### src/rtl/bbrt_pkg.sv
package bbrt_pkg;

  localparam int BLOCK_W  = 31;
  localparam int OFFSET_W = 10;
  localparam int LENGTH_W = 16;
  localparam int ADDR_W   = 3;
  localparam int DATA_W   = 32;

  // First alternate block handed out.
  localparam int ALT_FIRST = 7;

  localparam logic [BLOCK_W-1:0]  LAST_BLOCK_RESET   = '0;
  localparam logic [OFFSET_W-1:0] BLOCK_OFFSET_RESET = 10'd134;

  typedef enum logic [0:0] {
    OP_TRANSLATE = 1'b0,
    OP_REMAP     = 1'b1
  } op_t;

  typedef enum logic [1:0] {
    ST_OK       = 2'd0,
    ST_BAD_ADDR = 2'd1,
    ST_NO_SPACE = 2'd2
  } status_t;

  // Register select from paddr[2].
  typedef enum logic [0:0] {
    REG_LAST_BLOCK   = 1'b0,
    REG_BLOCK_OFFSET = 1'b1
  } reg_sel_t;

  typedef enum logic [2:0] {
    S_IDLE,
    S_CHECK,
    S_SEARCH,
    S_NEXT,
    S_SHIFT
  } state_t;

  typedef struct packed {
    op_t                 op;
    logic [BLOCK_W-1:0]  block;
    logic [LENGTH_W-1:0] length;
  } req_t;

  typedef struct packed {
    logic [BLOCK_W-1:0] mapped_block;
    logic               all_natural;
    status_t            status;
  } rsp_t;

  typedef struct packed {
    logic [BLOCK_W-1:0]  last_block;
    logic [OFFSET_W-1:0] block_offset;
  } cfg_t;

endpackage

### src/rtl/bbrt_cfg.sv
module bbrt_cfg (
  input  logic                          clk,
  input  logic                          rst,
  input  logic                          psel,
  input  logic                          penable,
  input  logic                          pwrite,
  input  logic [bbrt_pkg::ADDR_W-1:0]   paddr,
  input  logic [bbrt_pkg::DATA_W-1:0]   pwdata,
  output logic [bbrt_pkg::DATA_W-1:0]   prdata,
  output logic                          pready,
  output bbrt_pkg::cfg_t                cfg
);

  import bbrt_pkg::*;

  reg_sel_t sel;
  logic     wr;

  assign pready = 1'b1;
  assign sel    = reg_sel_t'(paddr[2]);
  assign wr     = psel && penable && pwrite && pready;

  always_ff @(posedge clk) begin
    if (rst) begin
      cfg.last_block   <= LAST_BLOCK_RESET;
      cfg.block_offset <= BLOCK_OFFSET_RESET;
    end else if (wr) begin
      unique case (sel)
        REG_LAST_BLOCK:   cfg.last_block   <= pwdata[BLOCK_W-1:0];
        REG_BLOCK_OFFSET: cfg.block_offset <= pwdata[OFFSET_W-1:0];
        default: ;
      endcase
    end
  end

  always_comb begin
    unique case (sel)
      REG_LAST_BLOCK:   prdata = DATA_W'(cfg.last_block);
      REG_BLOCK_OFFSET: prdata = DATA_W'(cfg.block_offset);
      default:          prdata = '0;
    endcase
  end

endmodule

### config.mk
export PLATFORM = sky130hd
export DESIGN_NAME = bbrt_cfg
export DESIGN_NICKNAME = d
export VERILOG_FILES = /design/src/rtl/bbrt_pkg.sv /design/src/rtl/bbrt_cfg.sv
export SDC_FILE = /design/constraint.sdc
export NUM_CORES = 1
export LEC_CHECK = 0
export BUFFER_PORTS_ARGS = -buffer_cell sky130_fd_sc_hd__buf_2
export CAP_MARGIN = 30
export CORE_MARGIN = 5
export CORE_UTILIZATION = 40
export DETAILED_ROUTE_END_ITERATION = 10
export PLACE_DENSITY_LB_ADDON = 0.25
export REMOVE_ABC_BUFFERS = 1
export SLEW_MARGIN = 20
export SYNTH_ARGS = -nofsm -noshare
export SYNTH_HDL_FRONTEND = slang
export SYNTH_SLANG_ARGS = --single-unit
export TNS_END_PERCENT = 1
### constraint.sdc
create_clock -name clk -period 0.9 [get_ports clk]
set_input_delay 0.18 -clock clk [delete_from_list [all_inputs] [get_ports clk]]
set_output_delay 0.18 -clock clk [all_outputs]
set_load 0.1 [all_outputs]
* Word level (Yosys, flattened, before mapping)
Cells that the tools add are included.
** Operators by class
- Bitwise gates (word level) :: 1
- Reductions and logical operators :: 4
- Multiplexer cells :: 1
** Operator list (count)
- $pmux 32 s2 :: 1
- $reduce_and 2->1 :: 2
- $logic_and 1x1->1 :: 2
- $not 1->1 :: 1
** Word-level totals
- Register bits after elaboration :: 41
- Input port bits :: 40
- Word-level logic and storage cells :: 8

* Longest topological paths before layout
- Depth in word-level cells :: 3
- Depth in mapped cells :: 4

* Least setup slack after synthesis
No wires, ideal clock.
- Path type :: register to output
- From :: reg cfg[20] (netlist bit)
- To :: out prdata[10] (netlist bit)
- Data arrival time :: 2392 ps
- Path slack :: -1672 ps
- Data required time :: 720 ps
- Cell stages (with the launch flop) :: 2
- Cell sequence :: dfxtp_1 nor2b_1
** Between the ends
- Cells in the longest elaborated chain, start to end :: 1
** Ends and longest elaborated chain
- start, declared :: line bbrt_cfg.sv:11 : output bbrt_pkg::cfg_t cfg
- $pmux 32 s2 :: line bbrt_cfg.sv:37 : unique case (sel)
- end, declared :: line bbrt_cfg.sv:9 : output logic [bbrt_pkg::DATA_W-1:0] prdata,
Every way passes these cells. The select of a mux whose other input is x is not followed.

* Worst setup path in the final report
- From :: reg cfg[18] (netlist bit)
- To :: out prdata[8] (netlist bit)
Same word-level chain as after synthesis.

==> metrics <==
Initial Utilization=40.89%; count of state elements after synthesis=41; CTS H-tree depth=2; hold buffers post-CTS=0; Biggest register=cfg; CTS tree=built; Die H=81.80 um; post-route ant nets=0; Synth Cell Area=2062 sq um; peak supply drop=0.7470 mV; post-DR vias/cell=4.864; GPL Wtd Cong=0.7401; I/O pins=114; IO Port Bufs=108; overflow left after global routing=0; vias=2,082; Top Registers=cfg (41); layout cell share with drive strength beyond 1=67.32%; HP Class=in2reg; element type at the critical path end=output port; Ys Warns=0; # setup viols final=103; Rows=26; CTS sink count=41; Synth cell types=13; worst-path fanout max=2; placed cell count=418; wire per inst=18.31 um; Layout Cells excl Fill=428; Max Slew Vio Count=0; unrepaired setup endpoints after global routing=true; CTS root buffer=clkbuf_8; power per cell area=990.0 nW/um^2; clk_lat worst skew=0.28 ns; vias in the first global route=2,301; deepest clock path buffer count=2; status=complete, but fails checks; cell count after synthesis=210; n_diodes=0; kind of critical path=reg2out; nets=397; failing checks=negative setup slack; Layout area overhead=120.4%; final hold vios=0; Routed WL=7.838 mm; DP HPWL=4.834 mm; Max Cap Violations=0; max reg flops=41; TritonCTS buffer count=5; Avg Inst Size Synth=9.819 sq um; register area share after synthesis=39.81%; global-route wire length before repair=11.47 mm; Worst EP required=0.72 ns; largest net degree at the start of global routing=39; Peak Freq=775.6 MHz; # DRC=0; starting DRC count in detailed routing=61; Worst Setup Start Kind=flop; Reg clk slew, reported paths=0.08 ns; crit path DAT=1.11 ns; Final Critical Period=1.289 ns; Static Leak=1.898 nW; width of the die=81.80 um; initial antenna violation count=0; period utilisation layout=143.3%; core area=5042 sq um; Setup WS post-layout=-0.3893 ns; All-Layer GR Usage=22.87%; TritonRoute pass-1 iters=4; clk_skew=0 ns; Final TNS setup=-19.09 ns; die area=6690 sq um
-- where the power goes --
part           switching [W]  internal, W  total (W)
Clock               0.000651     0.000536    0.00119
Sequential         0.0000306      0.00186    0.00189
Combinational       0.000846     0.000576    0.00142
Total                0.00153      0.00297    0.00450
-- synthesized netlist by cell type --
cell type	instances	share of area, %
nand2b_1	69	21
dfxtp_1	41	40
clkbuf_1	9	1.6
nor2b_1	21	6.4
and4b_1	1	0.49
mux2_2	10	5.5
nor2_1	6	1.1
buf_4	2	0.73
conb_1	2	0.36
mux2i_1	41	20
nand4_1	1	0.30
buf_2	3	0.73
buf_6	4	2.2
-- timing repair --
item                       CTS  global route
setup endpoints to repair  104           104
pin swaps                    0             0
resized for setup           95            28
setup buffers                0             2
hold endpoints to repair     0             0
cloned                       0             0
-- worst paths after layout --
| kind | startpoint | end | slack [ns] | depth (start not counted) |
|---|---|---|---|---|
| max | cfg[18]$_SDFFE_PP0P_ | prdata[8] | -0.39 | 2 |
| min reg2reg | cfg[25]$_SDFFE_PP0P_ | cfg[25]$_SDFFE_PP0P_ | 0.59 | 3 |
| min | pwdata[28] | cfg[38]$_SDFFE_PP0P_ | 0.14 | 3 |
| max reg2reg | cfg[14]$_SDFFE_PP0P_ | cfg[14]$_SDFFE_PP0P_ | -0.01 | 3 |
-- area by class of cell --
class                   instances  area (sq um)
flip-flops and latches         41         872.1
fillers                       188         498.0
well taps                      70         87.58
clock inverters                 3         17.52
repair buffers                158          2228
clock buffers                   5         68.82
multi-input cells             151          1270
-- cell usage in the layout (no fill, tap or decap) --
master	count
mux2i_1	40
clkinvlp_4	1
mux2_2	4
nor2b_2	10
and4b_2	1
buf_8	1
nand4_1	1
mux2i_2	1
mux2_4	6
buf_12	78
buf_4	5
nor2_2	1
clkinv_2	2
nand2b_1	69
nor2_1	5
conb_1	2
clkbuf_8	5
nor2b_4	11
dfxtp_2	41
buf_6	39
buf_2	35
-- cells by family (layout without fill, tap and decap cells) --
family | Yosys count | in the layout | synth area share (%)
buf+inv | 18 | 166 | 5.278
flops | 41 | 41 | 39.81
other cells | 2 | 2 | 0.3642
simple gates | 98 | 98 | 29.19
mux | 51 | 51 | 25.36
-- metal layers --
metal	wire length [um]	vias up	global-route usage, %
met2	4323	95	43.30
met3	486	14	6.360
li1	-	970	-
met4	210	0	7.973
met1	2817	1003	23.87
met5	0	-	0
-- worst max-delay path, stage by stage, from the launching register on --
cell	delay [ns]
dfxtp_2	0.35
mux2_4	0.30
buf_12	0.17
-- stage by stage --
stage	hold slack [ns]	util (%)	setup WS, ns	instance area (sq um)	total power (W)
floorplan	0.3347	-	-1.672	1953	0.002642
CTS	0.1225	88.06	-0.3720	4441	0.004494
global route	0.1479	90.12	-0.4141	4544	0.004664
global placement	0.4391	81.29	-0.3740	4099	0.003215
finish	0.1366	90.12	-0.3893	4544	0.004499
detailed placement	0.4466	81.29	-0.4017	4099	0.003240
Power figures use the tool's default switching activity.
